===== config.mk =====
export PLATFORM = sky130hd
export DESIGN_NAME = csv_record_tokenizer
export DESIGN_NICKNAME = d
export VERILOG_FILES = /design/src/csvt_pkg.sv /design/src/csvt_front.sv /design/src/csvt_queue.sv /design/src/csvt_back.sv /design/src/csv_record_tokenizer.sv
export VERILOG_INCLUDE_DIRS = /design/src /design/src/src
export SDC_FILE = /design/constraint.sdc
export NUM_CORES = 1
export LEC_CHECK = 0
export BUFFER_PORTS_ARGS = -buffer_cell sky130_fd_sc_hd__buf_2
export CAP_MARGIN = 20
export CORE_AREA = 2 2 178 110
export CTS_CLUSTER_SIZE = 12
export DETAILED_ROUTE_END_ITERATION = 10
export DIE_AREA = 0 0 180 112
export PLACE_DENSITY = 0.67
export SLEW_MARGIN = 10
export SYNTH_ARGS = -nofsm -noshare
export SYNTH_HDL_FRONTEND = slang
export SYNTH_HIERARCHICAL = 1
export SYNTH_SLANG_ARGS = --single-unit

===== constraint.sdc =====
create_clock -name aclk -period 7.2 [get_ports aclk]
set_input_delay 1.44 -clock aclk [delete_from_list [all_inputs] [get_ports aclk]]
set_output_delay 1.44 -clock aclk [all_outputs]
set_load 0.1 [all_outputs]

===== src/csv_record_tokenizer_assert.svh =====
// assertion helpers, clocked on aclk and held off during reset
`ifndef CSV_RECORD_TOKENIZER_ASSERT_SVH
`define CSV_RECORD_TOKENIZER_ASSERT_SVH

// same-cycle implication
`define CSVT_ASSERT_IMPL(label, ante, cons, msg) \
    label: assert property (@(posedge aclk) disable iff (!aresetn) (ante) |-> (cons)) \
        else $error(msg);

// next-cycle implication
`define CSVT_ASSERT_NEXT(label, ante, cons, msg) \
    label: assert property (@(posedge aclk) disable iff (!aresetn) (ante) |=> (cons)) \
        else $error(msg);

`endif


===== src/csvt_pkg.sv =====
`default_nettype none

package csvt_pkg;

    localparam int MAX_FIELDS = 255;
    localparam logic [7:0] FIELD_LIMIT = 8'((MAX_FIELDS < 255) ? MAX_FIELDS : 255);

    localparam logic [7:0] LF_BYTE = 8'h0a;
    localparam logic [7:0] CR_BYTE = 8'h0d;

    localparam logic [7:0] SEPARATOR_RESET = 8'd44;
    localparam logic [7:0] QUOTE_RESET     = 8'd34;

    localparam int CFG_INDEX_W = 2;
    localparam logic [CFG_INDEX_W-1:0] CFG_SEPARATOR = CFG_INDEX_W'(0);
    localparam logic [CFG_INDEX_W-1:0] CFG_QUOTE     = CFG_INDEX_W'(1);

    localparam logic [1:0] CMD_DATA    = 2'd0;
    localparam logic [1:0] CMD_END     = 2'd1;
    localparam logic [1:0] CMD_RESTART = 2'd2;

    localparam int QUEUE_DEPTH = 2;
    localparam int QPTR_W      = (QUEUE_DEPTH > 1) ? $clog2(QUEUE_DEPTH) : 1;
    localparam int QCNT_W      = $clog2(QUEUE_DEPTH + 1);

    typedef enum logic [2:0] {
        K_BYTE = 3'd0,
        K_FEND = 3'd1,
        K_RECF = 3'd2,
        K_RECE = 3'd3,
        K_SEND = 3'd4,
        K_ERR  = 3'd5
    } kind_t;

    typedef enum logic [2:0] {
        ERR_NONE        = 3'd0,
        ERR_QUOTE       = 3'd1,
        ERR_AFTER_QUOTE = 3'd2,
        ERR_AFTER_CR    = 3'd3,
        ERR_COUNT       = 3'd4,
        ERR_EARLY_END   = 3'd5,
        ERR_TOO_MANY    = 3'd6
    } error_t;

    typedef enum logic [5:0] {
        ST_START = 6'b000001,
        ST_UNQ   = 6'b000010,
        ST_QUO   = 6'b000100,
        ST_AFTQ  = 6'b001000,
        ST_CRF   = 6'b010000,
        ST_CRE   = 6'b100000
    } state_t;

    typedef struct packed {
        kind_t      kind;
        logic [7:0] content_byte;
        logic [7:0] fields_in_record;
        error_t     error_code;
    } result_t;

    typedef struct packed {
        logic    two;
        result_t first;
        result_t second;
    } queue_entry_t;

endpackage

`default_nettype wire


===== src/csvt_front.sv =====
`default_nettype none

module csvt_front (
    input  wire logic                              aclk,
    input  wire logic                              aresetn,
    input  wire logic                              s_valid,
    output logic                                   s_ready,
    input  wire logic [1:0]                        s_cmd,
    input  wire logic [7:0]                        s_data_byte,
    input  wire logic                              cfg_valid,
    output logic                                   cfg_ready,
    input  wire logic [csvt_pkg::CFG_INDEX_W-1:0]  cfg_index,
    input  wire logic [7:0]                        cfg_data,
    input  wire logic                              q_full,
    output logic                                   push,
    output csvt_pkg::queue_entry_t                 push_entry
);
    import csvt_pkg::*;

    typedef struct packed {
        state_t     st;
        logic [7:0] cnt;
        logic [7:0] exp_cnt;
        logic       known;
        logic       emit;
        logic       err;
        result_t    res;
    } feed_t;

    function automatic result_t make_result(kind_t k, logic [7:0] b, logic [7:0] n,
                                            error_t e);
        result_t r;
        r.kind             = k;
        r.content_byte     = b;
        r.fields_in_record = n;
        r.error_code       = e;
        return r;
    endfunction

    function automatic feed_t feed(state_t st, logic [7:0] cnt, logic [7:0] c,
                                   logic [7:0] sep, logic [7:0] quo,
                                   logic [7:0] exp_cnt, logic known);
        feed_t      f;
        logic       do_byte;
        logic       do_close;
        logic       do_end;
        logic       closing;
        logic       do_err;
        error_t     code;
        logic [7:0] n;
        f.st      = st;
        f.cnt     = cnt;
        f.exp_cnt = exp_cnt;
        f.known   = known;
        f.emit    = 1'b0;
        f.err     = 1'b0;
        f.res     = make_result(K_BYTE, 8'd0, 8'd0, ERR_NONE);
        do_byte   = 1'b0;
        do_close  = 1'b0;
        do_end    = 1'b0;
        closing   = 1'b0;
        do_err    = 1'b0;
        code      = ERR_NONE;
        n         = 8'd0;
        case (st)
            ST_UNQ: begin
                if (c == LF_BYTE) begin
                    do_end  = 1'b1;
                    closing = 1'b1;
                end else if (c == CR_BYTE) begin
                    f.st = ST_CRF;
                end else if (c == sep) begin
                    do_close = 1'b1;
                end else if (c == quo) begin
                    do_err = 1'b1;
                    code   = ERR_QUOTE;
                end else begin
                    do_byte = 1'b1;
                end
            end
            ST_QUO: begin
                if (c == quo) begin
                    f.st = ST_AFTQ;
                end else begin
                    do_byte = 1'b1;
                end
            end
            ST_AFTQ: begin
                if (c == LF_BYTE) begin
                    do_end  = 1'b1;
                    closing = 1'b1;
                end else if (c == CR_BYTE) begin
                    f.st = ST_CRF;
                end else if (c == sep) begin
                    do_close = 1'b1;
                end else if (c == quo) begin
                    do_byte = 1'b1;
                    f.st    = ST_QUO;
                end else begin
                    do_err = 1'b1;
                    code   = ERR_AFTER_QUOTE;
                end
            end
            ST_CRF: begin
                if (c == LF_BYTE) begin
                    do_end  = 1'b1;
                    closing = 1'b1;
                end else begin
                    do_err = 1'b1;
                    code   = ERR_AFTER_CR;
                end
            end
            ST_CRE: begin
                if (c == LF_BYTE) begin
                    do_end = 1'b1;
                end else begin
                    do_err = 1'b1;
                    code   = ERR_AFTER_CR;
                end
            end
            default: begin
                f.st = ST_START;
                if (c == LF_BYTE) begin
                    do_end = 1'b1;
                end else if (c == CR_BYTE) begin
                    f.st = ST_CRE;
                end else if (c == sep) begin
                    do_close = 1'b1;
                end else if (c == quo) begin
                    f.st = ST_QUO;
                end else begin
                    do_byte = 1'b1;
                    f.st    = ST_UNQ;
                end
            end
        endcase

        if (do_byte) begin
            f.emit = 1'b1;
            f.res  = make_result(K_BYTE, c, 8'd0, ERR_NONE);
        end

        if (do_close) begin
            if (cnt >= FIELD_LIMIT) begin
                do_err = 1'b1;
                code   = ERR_TOO_MANY;
            end else begin
                f.cnt  = cnt + 8'd1;
                f.emit = 1'b1;
                f.res  = make_result(K_FEND, 8'd0, cnt + 8'd1, ERR_NONE);
                f.st   = ST_START;
            end
        end

        if (do_end) begin
            if (closing && (cnt >= FIELD_LIMIT)) begin
                do_err = 1'b1;
                code   = ERR_TOO_MANY;
            end else begin
                n = cnt + {7'd0, closing};
                if (known && (n != exp_cnt)) begin
                    f.cnt  = n;
                    do_err = 1'b1;
                    code   = ERR_COUNT;
                end else begin
                    f.emit = 1'b1;
                    f.res  = make_result(closing ? K_RECF : K_RECE, 8'd0, n, ERR_NONE);
                    if (!known) begin
                        f.exp_cnt = n;
                        f.known   = 1'b1;
                    end
                    f.cnt = 8'd0;
                    f.st  = ST_START;
                end
            end
        end

        if (do_err) begin
            f.err  = 1'b1;
            f.emit = 1'b1;
            f.res  = make_result(K_ERR, 8'd0, 8'd0, code);
        end
        return f;
    endfunction

    state_t     st_reg,         st_next;
    logic [7:0] cnt_reg,        cnt_next;
    logic [7:0] exp_reg,        exp_next;
    logic       known_reg,      known_next;
    logic       prev_lf_reg,    prev_lf_next;
    logic       err_latched_reg, err_latched_next;
    error_t     err_code_reg,   err_code_next;
    logic [7:0] sep_reg;
    logic [7:0] quo_reg;

    logic       accept;
    logic [7:0] feed_byte;
    feed_t      f;
    logic       fed;
    logic       after_err;
    state_t     after_st;
    result_t    final_res;
    result_t    none_res;

    assign s_ready   = !q_full;
    assign cfg_ready = 1'b1;
    assign accept    = s_valid && s_ready;
    assign feed_byte = (s_cmd == CMD_END) ? LF_BYTE : s_data_byte;
    assign none_res  = make_result(K_BYTE, 8'd0, 8'd0, ERR_NONE);

    always_comb begin
        f = feed(st_reg, cnt_reg, feed_byte, sep_reg, quo_reg, exp_reg, known_reg);
    end

    always_comb begin
        st_next          = st_reg;
        cnt_next         = cnt_reg;
        exp_next         = exp_reg;
        known_next       = known_reg;
        prev_lf_next     = prev_lf_reg;
        err_latched_next = err_latched_reg;
        err_code_next    = err_code_reg;
        push             = 1'b0;
        push_entry.two   = 1'b0;
        push_entry.first = none_res;
        push_entry.second = none_res;
        fed              = !prev_lf_reg;
        after_err        = fed && f.err;
        after_st         = fed ? f.st : st_reg;
        final_res        = (after_st != ST_START)
                         ? make_result(K_ERR, 8'd0, 8'd0, ERR_EARLY_END)
                         : make_result(K_SEND, 8'd0, 8'd0, ERR_NONE);
        if (accept) begin
            case (s_cmd)
                CMD_RESTART: begin
                    st_next          = ST_START;
                    cnt_next         = 8'd0;
                    prev_lf_next     = 1'b1;
                    err_latched_next = 1'b0;
                    err_code_next    = ERR_NONE;
                end
                CMD_DATA, CMD_END: begin
                    if (err_latched_reg) begin
                        push             = 1'b1;
                        push_entry.first = make_result(K_ERR, 8'd0, 8'd0, err_code_reg);
                    end else if (s_cmd == CMD_DATA) begin
                        st_next          = f.st;
                        cnt_next         = f.cnt;
                        exp_next         = f.exp_cnt;
                        known_next       = f.known;
                        prev_lf_next     = (s_data_byte == LF_BYTE);
                        push             = f.emit;
                        push_entry.first = f.res;
                        if (f.err) begin
                            err_latched_next = 1'b1;
                            err_code_next    = f.res.error_code;
                        end
                    end else begin
                        push         = 1'b1;
                        prev_lf_next = 1'b1;
                        if (fed) begin
                            st_next    = f.st;
                            cnt_next   = f.cnt;
                            exp_next   = f.exp_cnt;
                            known_next = f.known;
                        end
                        if (after_err) begin
                            err_latched_next = 1'b1;
                            err_code_next    = f.res.error_code;
                        end else if (after_st != ST_START) begin
                            err_latched_next = 1'b1;
                            err_code_next    = ERR_EARLY_END;
                        end
                        if (fed && f.emit) begin
                            push_entry.first = f.res;
                            if (!after_err) begin
                                push_entry.two    = 1'b1;
                                push_entry.second = final_res;
                            end
                        end else begin
                            push_entry.first = final_res;
                        end
                    end
                end
                default: begin
                end
            endcase
        end
    end

    always_ff @(posedge aclk) begin
        if (!aresetn) begin
            st_reg          <= ST_START;
            cnt_reg         <= 8'd0;
            exp_reg         <= 8'd0;
            known_reg       <= 1'b0;
            prev_lf_reg     <= 1'b1;
            err_latched_reg <= 1'b0;
            err_code_reg    <= ERR_NONE;
            sep_reg         <= SEPARATOR_RESET;
            quo_reg         <= QUOTE_RESET;
        end else begin
            st_reg          <= st_next;
            cnt_reg         <= cnt_next;
            exp_reg         <= exp_next;
            known_reg       <= known_next;
            prev_lf_reg     <= prev_lf_next;
            err_latched_reg <= err_latched_next;
            err_code_reg    <= err_code_next;
            if (cfg_valid && cfg_ready) begin
                case (cfg_index)
                    CFG_SEPARATOR: sep_reg <= cfg_data;
                    CFG_QUOTE:     quo_reg <= cfg_data;
                    default: begin
                    end
                endcase
            end
        end
    end

endmodule

`default_nettype wire


===== src/csvt_queue.sv =====
`default_nettype none

module csvt_queue (
    input  wire logic                   aclk,
    input  wire logic                   aresetn,
    input  wire logic                   push,
    input  wire csvt_pkg::queue_entry_t push_entry,
    output logic                        full,
    input  wire logic                   pop,
    output logic                        head_valid,
    output csvt_pkg::queue_entry_t      head_entry
);
    import csvt_pkg::*;

    queue_entry_t        entry_reg [QUEUE_DEPTH];
    logic [QPTR_W-1:0]   wr_ptr_reg;
    logic [QPTR_W-1:0]   rd_ptr_reg;
    logic [QCNT_W-1:0]   count_reg;
    logic                do_push;
    logic                do_pop;

    function automatic logic [QPTR_W-1:0] ptr_inc(logic [QPTR_W-1:0] p);
        return (p == QPTR_W'(QUEUE_DEPTH - 1)) ? '0 : p + QPTR_W'(1);
    endfunction

    assign full       = (count_reg == QCNT_W'(QUEUE_DEPTH));
    assign head_valid = (count_reg != '0);
    assign head_entry = entry_reg[rd_ptr_reg];
    assign do_push    = push && !full;
    assign do_pop     = pop && head_valid;

    always_ff @(posedge aclk) begin
        if (do_push) begin
            entry_reg[wr_ptr_reg] <= push_entry;
        end
    end

    always_ff @(posedge aclk) begin
        if (!aresetn) begin
            wr_ptr_reg <= '0;
            rd_ptr_reg <= '0;
            count_reg  <= '0;
        end else begin
            if (do_push) begin
                wr_ptr_reg <= ptr_inc(wr_ptr_reg);
            end
            if (do_pop) begin
                rd_ptr_reg <= ptr_inc(rd_ptr_reg);
            end
            case ({do_push, do_pop})
                2'b10:   count_reg <= count_reg + QCNT_W'(1);
                2'b01:   count_reg <= count_reg - QCNT_W'(1);
                default: count_reg <= count_reg;
            endcase
        end
    end

endmodule

`default_nettype wire


===== src/csvt_back.sv =====
`default_nettype none

`include "csv_record_tokenizer_assert.svh"

module csvt_back (
    input  wire logic                    aclk,
    input  wire logic                    aresetn,
    input  wire logic                    head_valid,
    input  wire csvt_pkg::queue_entry_t  head_entry,
    output logic                         pop,
    output logic                         m_valid,
    input  wire logic                    m_ready,
    output logic [2:0]                   m_kind,
    output logic [7:0]                   m_content_byte,
    output logic [7:0]                   m_fields_in_record,
    output logic [2:0]                   m_error_code,
    output logic                         m_last
);
    import csvt_pkg::*;

    logic    out_valid_reg;
    logic    out_last_reg;
    result_t out_res_reg;
    logic    pend_valid_reg;
    result_t pend_res_reg;
    logic    advance;

    assign advance = !out_valid_reg || m_ready;
    assign pop     = advance && !pend_valid_reg && head_valid;

    always_ff @(posedge aclk) begin
        if (!aresetn) begin
            out_valid_reg  <= 1'b0;
            pend_valid_reg <= 1'b0;
        end else if (advance) begin
            if (pend_valid_reg) begin
                out_valid_reg  <= 1'b1;
                pend_valid_reg <= 1'b0;
            end else if (head_valid) begin
                out_valid_reg  <= 1'b1;
                pend_valid_reg <= head_entry.two;
            end else begin
                out_valid_reg  <= 1'b0;
            end
        end
    end

    // second result of a pair waits in the pending slot
    always_ff @(posedge aclk) begin
        if (advance) begin
            if (pend_valid_reg) begin
                out_res_reg  <= pend_res_reg;
                out_last_reg <= 1'b1;
            end else if (head_valid) begin
                out_res_reg  <= head_entry.first;
                out_last_reg <= !head_entry.two;
                pend_res_reg <= head_entry.second;
            end
        end
    end

    assign m_valid            = out_valid_reg;
    assign m_kind             = out_res_reg.kind;
    assign m_content_byte     = out_res_reg.content_byte;
    assign m_fields_in_record = out_res_reg.fields_in_record;
    assign m_error_code       = out_res_reg.error_code;
    assign m_last             = out_last_reg;

    `CSVT_ASSERT_IMPL(a_pend_needs_out, pend_valid_reg, out_valid_reg, "pending result with no output")
    `CSVT_ASSERT_IMPL(a_pend_not_last, pend_valid_reg, !out_last_reg, "first of pair marked last")
    `CSVT_ASSERT_NEXT(a_pair_follows, out_valid_reg && !out_last_reg && m_ready, out_valid_reg && out_last_reg, "second result of pair missing")

endmodule

`default_nettype wire


===== src/csv_record_tokenizer.sv =====
`default_nettype none

// CSV tokenizer: takes one command (data byte, end of stream or restart) per transfer
// and produces content bytes, field ends, record ends, stream ends and sticky errors.
// One input transfer is taken every cycle while the two-entry queue between the
// parser and the output stage has room; each result is one output transfer, so an
// item with one result sustains one byte per cycle while m_ready is held high, and
// an end of stream that closes an unterminated last line gives two results.
// Each result passes through the queue entry and then the output register before
// m_valid rises. Restart and unused commands produce no result. The user must
// write the separator and quote registers through the cfg port (index 0 separator,
// index 1 quote) only while idle; the block itself does not enforce this.
module csv_record_tokenizer (
    input  wire logic                              aclk,
    input  wire logic                              aresetn,
    input  wire logic                              s_valid,
    output logic                                   s_ready,
    input  wire logic [1:0]                        s_cmd,
    input  wire logic [7:0]                        s_data_byte,
    output logic                                   m_valid,
    input  wire logic                              m_ready,
    output logic [2:0]                             m_kind,
    output logic [7:0]                             m_content_byte,
    output logic [7:0]                             m_fields_in_record,
    output logic [2:0]                             m_error_code,
    output logic                                   m_last,
    input  wire logic                              cfg_valid,
    output logic                                   cfg_ready,
    input  wire logic [csvt_pkg::CFG_INDEX_W-1:0]  cfg_index,
    input  wire logic [7:0]                        cfg_data
);
    import csvt_pkg::*;

    logic         q_full;
    logic         push;
    queue_entry_t push_entry;
    logic         pop;
    logic         head_valid;
    queue_entry_t head_entry;

    csvt_front u_front (
        .aclk        (aclk),
        .aresetn     (aresetn),
        .s_valid     (s_valid),
        .s_ready     (s_ready),
        .s_cmd       (s_cmd),
        .s_data_byte (s_data_byte),
        .cfg_valid   (cfg_valid),
        .cfg_ready   (cfg_ready),
        .cfg_index   (cfg_index),
        .cfg_data    (cfg_data),
        .q_full      (q_full),
        .push        (push),
        .push_entry  (push_entry)
    );

    csvt_queue u_queue (
        .aclk       (aclk),
        .aresetn    (aresetn),
        .push       (push),
        .push_entry (push_entry),
        .full       (q_full),
        .pop        (pop),
        .head_valid (head_valid),
        .head_entry (head_entry)
    );

    csvt_back u_back (
        .aclk               (aclk),
        .aresetn            (aresetn),
        .head_valid         (head_valid),
        .head_entry         (head_entry),
        .pop                (pop),
        .m_valid            (m_valid),
        .m_ready            (m_ready),
        .m_kind             (m_kind),
        .m_content_byte     (m_content_byte),
        .m_fields_in_record (m_fields_in_record),
        .m_error_code       (m_error_code),
        .m_last             (m_last)
    );

endmodule

`default_nettype wire


* Word level (Yosys, flattened, before mapping)
Memory sizes are Yosys's and may differ from the RTL's. A register that Yosys moved wholly into a read port is not among the register bits.
Index checks and enable logic that the tools add are counted.
** Storage, ports and cells
- Register bits after elaboration :: 95
- Memory bits (writable) :: 90
- Input bits :: 25
- Logic and storage cells :: 219
- Memories :: 1
** Memories
- u_queue.entry_reg :: depth 2, bits a word 45, rd ports 1, clocked after Yosys merged registers in 1, write ports 1, line csvt_queue.sv:15 : queue_entry_t entry_reg [QUEUE_DEPTH];
** Operators by class
- Add/subtract/negate cells :: 6
- Magnitude comparators :: 1
- Eq/ne operators :: 23
- Mux-type cells :: 129
- Bitwise gates (word level) :: 2
- Reduce and logical (&&, ||, !) cells :: 34
** Operators by type and width (count)
- two-way mux 22 bit :: 13
- two-way mux 45 bit :: 2
- two-way mux 6 bit :: 14
- two-way mux 24 bit :: 3
- two-way mux 8 bit :: 7
- two-way mux 1 bit :: 54
- two-way mux 3 bit :: 17
- two-way mux 20 bit :: 2
- two-way mux 14 bit :: 2
- == test 8 x 4 -> 1 bit, second input constant :: 3
- case mux 6 bit (4 select lines) :: 1
- two-way mux 19 bit :: 1
- == test 8 bit :: 2
- case mux 8 bit (2 select lines) :: 1
- case mux 6 bit (2 select lines) :: 1
- two-way mux 10 bit :: 1
- logical AND 1 bit :: 9
- two-way mux 9 bit :: 1
- case mux 3 bit (3 select lines) :: 1
- adder 8 x 1 -> 8 bit :: 1
- adder 8 x 1 -> 8 bit, second input constant :: 1
- >= comparator 8 bit, second input constant :: 1
- inequality test 8 bit :: 1
- AND reduction 2 bit :: 4
- 30 further kinds :: 52

* Longest topological paths before layout
Gate-level depths: netlist (run 1).
- Depth after elaboration :: 23
- Gate-level depth with buffers :: 23
- Mapped depth without buffers :: 20

* Modules after synthesis
The synthesis (run 1) kept the hierarchy.
** By module, submodules not included
- csvt_front :: instances 1, cells each 511, area an instance 3898.7 um2, seq. area each 880.8 um2
- csvt_queue :: instances 1, cells each 166, area an instance 3473.3 um2, seq. area each 2802.7 um2
- csvt_back :: instances 1, cells each 82, area an instance 1744.2 um2, seq. area each 1391.3 um2

* Least setup slack after synthesis (run 1)
No wires, ideal clock.
- Kind :: input -> register
- From :: input s_data_byte[0]
- To :: memory u_queue/entry_reg[0][0] in the netlist's numbering, enable pin
- Setup time :: 0.399 ns
- Arrival time :: 5.843 ns
- Required time :: 6.801 ns
- Slack :: 0.957 ns
- Stages on the path :: 21
- Buffers on the path :: 3
- Cells stage by stage :: clkbuf_1 > nor3b_1 > nand4_1 > nand2_1 > nand2b_1 > inv_1 > ha_1 > ha_1 > and3_4 > buf_6 > and2_4 > buf_6 > o32ai_1 > a2111o_1 > o41ai_2 > a21oi_1 > and2_1 > a31oi_1 > inv_1 > or3_1 > inv_1
** On the way
- Cells in the longest elaborated chain, start to end :: 21
** Ends and longest elaborated chain
- start, declared :: line csv_record_tokenizer.sv:19 : input wire logic [7:0] s_data_byte,
- two-way mux 8 bit (*) :: line csvt_front.sv:208 : assign feed_byte = (s_cmd == CMD_END) ? LF_BYTE : s_data_byte;
- branches (longest 12 deep; another with adder 8 x 1 -> 8 bit)
- two-way mux 24 bit (*) :: line csvt_front.sv:178 : if (do_err) begin
- two-way mux 1 bit (*) :: line csvt_front.sv:246 : end else if (s_cmd == CMD_DATA) begin
- two-way mux 1 bit (*) :: line csvt_front.sv:243 : if (err_latched_reg) begin
- two-way mux 1 bit (*) :: line csvt_front.sv:234 : case (s_cmd)
- two-way mux 1 bit (*) :: line csvt_front.sv:233 : if (accept) begin
- net push :: line csv_record_tokenizer.sv:35 : logic push;
- logical AND 1 bit (*) :: line csvt_queue.sv:29 : assign do_push = push && !full;
- two-way mux 1 bit (*) :: line csvt_queue.sv:33 : if (do_push) begin
- two-way mux 1 bit (not written as such) (*) :: line csvt_queue.sv:34 : entry_reg[wr_ptr_reg] <= push_entry;
- end, declared :: line csvt_queue.sv:15
Mark *: on every way through the listed nets, which the timed path passes.

* Final worst setup path (run 1)
- From :: input s_data_byte[1]
- To :: memory u_queue/entry_reg[0][27] in the netlist's numbering, enable pin
Same word-level chain as after synthesis.

==> results of run 1 <==
## worst min-delay path by stage
stage | slack [ns] | to | startpoint
final | 0.48 | u_front/err_code_reg[0] | u_front/err_code_reg[0]
after global placement | 0.47 | u_queue/wr_ptr_reg | u_queue/wr_ptr_reg
after CTS | 0.48 | u_front/err_code_reg[0] | u_front/err_code_reg[0]
after global routing | 0.51 | u_front/err_code_reg[0] | u_front/err_code_reg[0]
after detailed placement | 0.47 | u_front/err_code_reg[0] | u_front/err_code_reg[0]
after floorplan | 0.44 | u_front/err_code_reg[0] | u_front/err_code_reg[0]
## power breakdown
group	total, mW	switching [mW]	internal, mW
Sequential	1.30	0.0306	1.27
Combinational	0.543	0.413	0.130
Clock	1.09	0.404	0.691
## cells by family after synthesis
| group | count (synthesis) |
|---|---|
| buffers and inverters | 87 |
| adders and majority gates | 5 |
| AOI/OAI and AO/OA | 144 |
| xor gates and xnor gates | 29 |
| other | 2 |
| DFF | 186 |
| and+or+nand+nor | 215 |
| muxes | 91 |
## synthesized netlist by cell type (14+ instances only)
cell / count / area [um^2]
mux2i_1: 22 / 220
a21oi_1: 28 / 140
edfxtp_1: 135 / 4050
nand2_1: 36 / 135
and2_1: 14 / 87.6
o21ai_0: 21 / 105
buf_2: 15 / 75.1
dfxtp_1: 51 / 1020
buf_4: 25 / 188
clkbuf_1: 20 / 75.1
xnor2_1: 16 / 140
mux2_2: 66 / 743
inv_1: 18 / 67.6
nor2_1: 68 / 255
## worst max-delay path, delay by kind of cell
family,cells,cell delay [ns]
AO/OA/AOI/OAI,5,1.66
XOR/XNOR,2,0.38
adder cells (fa/ha/maj),2,0.48
buffers and inverters,5,0.74
AND/OR/NAND/NOR,6,1.41
## metrics by stage
step	utilization	power (mW)	worst slack, ns	instance area, um^2
after global placement	0.506	1.85	1.00	9410
after floorplan	-	1.76	0.957	9180
after CTS	0.543	2.96	1.28	10100
after global routing	0.546	3.04	0.787	10100
after detailed placement	0.506	1.86	0.842	9410
final	0.546	2.93	1.16	10100
## cell type report
class / count / area [um^2]
fillers: 1557 / 8440
flip-flops and latches: 186 / 5080
multi-input cells: 503 / 3630
clock buffers: 18 / 429
repair buffers: 60 / 373
well taps: 246 / 308
clock inverters: 14 / 265
inverters: 19 / 71.3
## per-layer routing
layer  global-route usage  routed length, um  up-vias
li1                     -                  -     2856
met1                0.287               9390     2939
met2                0.295               8480      221
met3               0.0474               1200       12
met4               0.0575                168        0
met5                    0                  0        -
==> impl_metrics.yaml, run 1 <==
outcome:
  status: "finished, final reports clean"
critical_path:
  worstSetupStartpointType: "input pin"
  critPathMaxFanout: 45
  ff2ff_path_depth: 18
  crit_type: "input pin to flop"
  timing.rr.end: "u_queue/entry_reg[0][27]"
  cp_common_cell: "inv_1"
  crit_arrival_ns: 6.15
  crit_chain: "buf_2 > nor3b_1 > nand4_1 > nand2_1 > nand2b_1 > inv_1 > ha_1 > ha_1 > xor2_1 > xnor2_1 > o311ai_0 > a2111o_1 > o41ai_2 > a21oi_1 > and2_1 > a31oi_1 > inv_1 > or3_1 > inv_1 > buf_12"
  crit_path_end: "u_queue/entry_reg[0][27]"
  r2r_start: "u_front/st_reg[5]"
  crit_slowest_cell: "o41ai_2"
  worst_ep_required_time_ns: 7.31
  cp-end-kind: "flop"
  reg2reg_slack_ns: 1.81
  cpPeakStageDelay_ns: 0.52
  cp-startpoint: "s_data_byte[1]"
finish:
  final_cell_mix: "edfxtp_1 (135), nor2_1 (67), mux2_2 (66)"
  area_growth_syn_to_layout_pct: 11.3
  largest_reg_flops: 90
  finalNonFillerCells: 1046
  nets: 817
  drive_above_1_share: 0.235
  antenna_cells: 0
  layout_commonest_cell: "edfxtp_1"
clock_tree:
  cts_max_level: 4
  cts_tree: "built"
  cts_buffers: 17
  clk_latency_ns: 0.43
  holdBufCountCts: 0
  clock_path_buffers: 2
  cts_setup_buffers: 0
  cts_sinks: 186
  clk_pin_slew_ns: 0.06
  cts_resized: 0
  cts_root_buf: "clkbuf_16"
floorplan:
  die_h_um: 112
  die-width_um: 180
  io_pins: 51
  design.core.area_um2: 18600
  dieArea_um2: 20200
  rows: 39
  start_util: 0.490
synth:
  synthCells: 759
  ys_seq_area_frac: 0.557
  synth_mux_area_frac: 0.111
  syn_area_um2: 9120
  yosys_warnings: 6
  synth_top_family_by_area: "simple AND/OR/NAND/NOR gates"
  synth_ff_type: "edfxtp_1"
  synth_seq_cells: 186
  synth_xor_area_frac: 0.0279
  synth_fa_ha_area_frac: 0.00686
  synth_compound_area_frac: 0.118
  synthArstFlopShare: 0
  synth.avg_cell_area_um2: 12.0
  yosys.area_share.simple: 0.125
  synth-edff-count: 135
  synth_cell_type_count: 80
hold_path:
  whs_path_depth: 2
  min_path_type: "flop to flop"
placement:
  place_inst: 1012
  hpwlAfterDp_mm: 13.0
  gp_congestion: 0.885
  io_buffers: 49
timing:
  hold_ws_ns: 0.478
  tightestPinTransition_ns: 0.939
  tns_ns: 0
  finalSetupViolations: 0
  timing.fmax_ghz: 0.166
  post-route-min-period_ns: 6.04
  clock_skew_ns: 0.0136
  finalCritPeriodShare: 0.839
  rsz0062_at_grt: "false"
  drv_slew: 0
  relSlewSlack: 0.371
  hold_violations: 0
global_routing:
  grt_use_total: 0.198
  antenna_found_initial: 0
  grt_pass1_vias: 5782
  grt_pass1_wl_mm: 31.1
  grt_overflow: 0
  grt_max_degree: 46
routing:
  wire_per_inst_um: 18.4
  vias: 6028
  ant_nets: 0
  via_per_inst: 5.76
  drt_iter0_drc: 604
  dr.pass1.iters: 5
  drcViolationCount: 0
  routed_wl_mm: 19.2
pwr:
  p_per_area_nw_per_um2: 289
  ir_worst_vdd_uv: 167
  p_leak_nw: 3.62
job:
  maxCapViolations: 0
Power figures use the tool's default switching activity.
==> run 2: changes to the inputs <==
--- a/config.mk
+++ b/config.mk
@@ -12,7 +12,7 @@
 export CTS_CLUSTER_SIZE = 12
 export DETAILED_ROUTE_END_ITERATION = 10
 export DIE_AREA = 0 0 180 112
-export PLACE_DENSITY = 0.67
+export PLACE_DENSITY = 0.69
 export SLEW_MARGIN = 10
 export SYNTH_ARGS = -nofsm -noshare
 export SYNTH_HDL_FRONTEND = slang
==> constraint.sdc (replaced) <==
create_clock -name aclk -period 5 [get_ports aclk]
set_input_delay 1 -clock aclk [delete_from_list [all_inputs] [get_ports aclk]]
set_output_delay 1 -clock aclk [all_outputs]
set_load 0.1 [all_outputs]
==> impl_metrics.yaml, run 2 (same netlist as run 1, synthesis figures left out) <==
outcome:
  status: "finished, final reports clean"
clock_tree:
  cts_max_level: 4
  cts_resized: 0
  holdBufCountCts: 0
  cts_root_buf: "clkbuf_16"
  clk_pin_slew_ns: 0.07
  clk_latency_ns: 0.44
  clock_path_buffers: 2
  cts_sinks: 186
  cts_buffers: 17
  cts_setup_buffers: 0
  cts_tree: "built"
finish:
  area_growth_syn_to_layout_pct: 13.8
  seqCellArea_um2: 5080
  nFillCells: 1527
  final_cell_mix: "edfxtp_1 (135), nor2_1 (67), mux2_2 (66)"
  layout_commonest_cell: "edfxtp_1"
  largest_reg_flops: 90
  drive_above_1_share: 0.274
  multi_input_area_um2: 3670
  utilization: 0.558
  antenna_cells: 0
  nets: 853
floorplan:
  design.core.area_um2: 18600
  dieArea_um2: 20200
  die_h_um: 112
  io_pins: 51
  start_util: 0.490
  rows: 39
  die-width_um: 180
timing:
  timing.fmax_ghz: 0.208
  rsz0062_at_grt: "false"
  tightestPinTransition_ns: 0.981
  finalCritPeriodShare: 0.960
  hold_violations: 0
  finalSetupViolations: 0
  setup_ws_ns: 0.198
  drv_slew: 0
  relSlewSlack: 0.342
  post-route-min-period_ns: 4.80
  clock_skew_ns: 0.0124
critical_path:
  crit_slowest_cell: "a2111o_1"
  critPathMaxFanout: 33
  crit_chain: "buf_2 > nor3b_4 > nand4_1 > nand2_2 > nand2b_1 > inv_1 > ha_4 > ha_4 > xor2_1 > xnor2_1 > o311ai_0 > a2111o_1 > o41ai_2 > a21oi_1 > and2_1 > a31oi_2 > inv_1 > or3_4 > clkinvlp_4 > buf_12"
  cp-end-kind: "flop"
  worst_ep_required_time_ns: 5.13
  crit_arrival_ns: 4.93
  cpPeakStageDelay_ns: 0.46
  crit_buf_inv: 5
  cpLargestDelayFamily: "compound AO/OA/AOI/OAI gates"
  worstSetupStartpointType: "input pin"
  crit_type: "input pin to flop"
pwr:
  p_leak_nw: 3.74
  p_per_area_nw_per_um2: 388
  ir_worst_vdd_uv: 283
  total_power_mw: 4.02
routing:
  wire_per_inst_um: 18.6
  drt_iter0_drc: 613
  via_per_inst: 5.73
  ant_nets: 0
  vias: 6201
  dr.pass1.iters: 5
  routed_wl_mm: 20.2
  drcViolationCount: 0
global_routing:
  grt_pass1_vias: 6029
  antenna_found_initial: 0
  grt_use_total: 0.208
  grt_pass1_wl_mm: 32.5
  grt_overflow: 0
  grt_max_degree: 46
placement:
  hpwlAfterDp_mm: 13.8
  dpl_worst_slack_ns: -0.193
  io_buffers: 49
  gp_congestion: 0.947
hold_path:
  min_path_type: "flop to flop"
job:
  maxCapViolations: 0
[run 2: worst paths after layout]
kind / to / slack (ns) / from / cells after the start
max: u_queue/entry_reg[0][32] / 0.20 / s_data_byte[2] / 20
min: u_front/err_code_reg[0] / 0.50 / u_front/err_code_reg[0] / 2
max reg2reg: u_queue/entry_reg[0][32] / 0.40 / u_front/st_reg[5] / 18
min reg2reg: u_front/err_code_reg[0] / 0.50 / u_front/err_code_reg[0] / 2
[run 2: per-layer routing]
metal | global-route usage | wire (um) | part of all wire
met5 | 0 | 0 | 0
met4 | 0.0715 | 267 | 0.013
met3 | 0.0481 | 1260 | 0.062
met2 | 0.301 | 8740 | 0.43
met1 | 0.307 | 9890 | 0.49
[run 2: where the power goes]
part	switching (mW)	internal [mW]	leakage (nW)	total (mW)
logic	0.603	0.202	1.77	0.806
registers	0.0450	1.82	1.69	1.87
clock network	0.592	0.759	0.281	1.35
total	1.24	2.78	3.74	4.02
[run 2: worst register-to-register path: cells and delay by family, from the launching register on]
kind            cells  cell delay (ns)
compound gates      6             1.49
xor+xnor            2             0.37
simple gates        4             1.18
flops               1             0.38
fa+ha+maj           2             0.32
buf+inv             4             0.52
[run 2: stage by stage]
step / setup TNS [ns] / cell area [um^2] / cells / hold WS [ns]
floorplan: -6.41 / 9270 / 776 / 0.444
global placement: -2.36 / 9740 / 1048 / 0.472
detailed placement: -8.32 / 9760 / 1049 / 0.492
CTS: 0 / 10300 / 1081 / 0.504
global route: 0 / 10400 / 1082 / 0.529
finish: 0 / 10400 / 1082 / 0.503
[run 2: cell type report]
| class | count | area share |
|---|---|---|
| multi-input combinational | 503 | 0.354 |
| timing repair buffer | 96 | 0.0632 |
| clock buffer | 21 | 0.0434 |
| sequential | 186 | 0.489 |
| clock inverter | 11 | 0.0130 |
| inverter | 19 | 0.00724 |
| tap | 246 | 0.0297 |
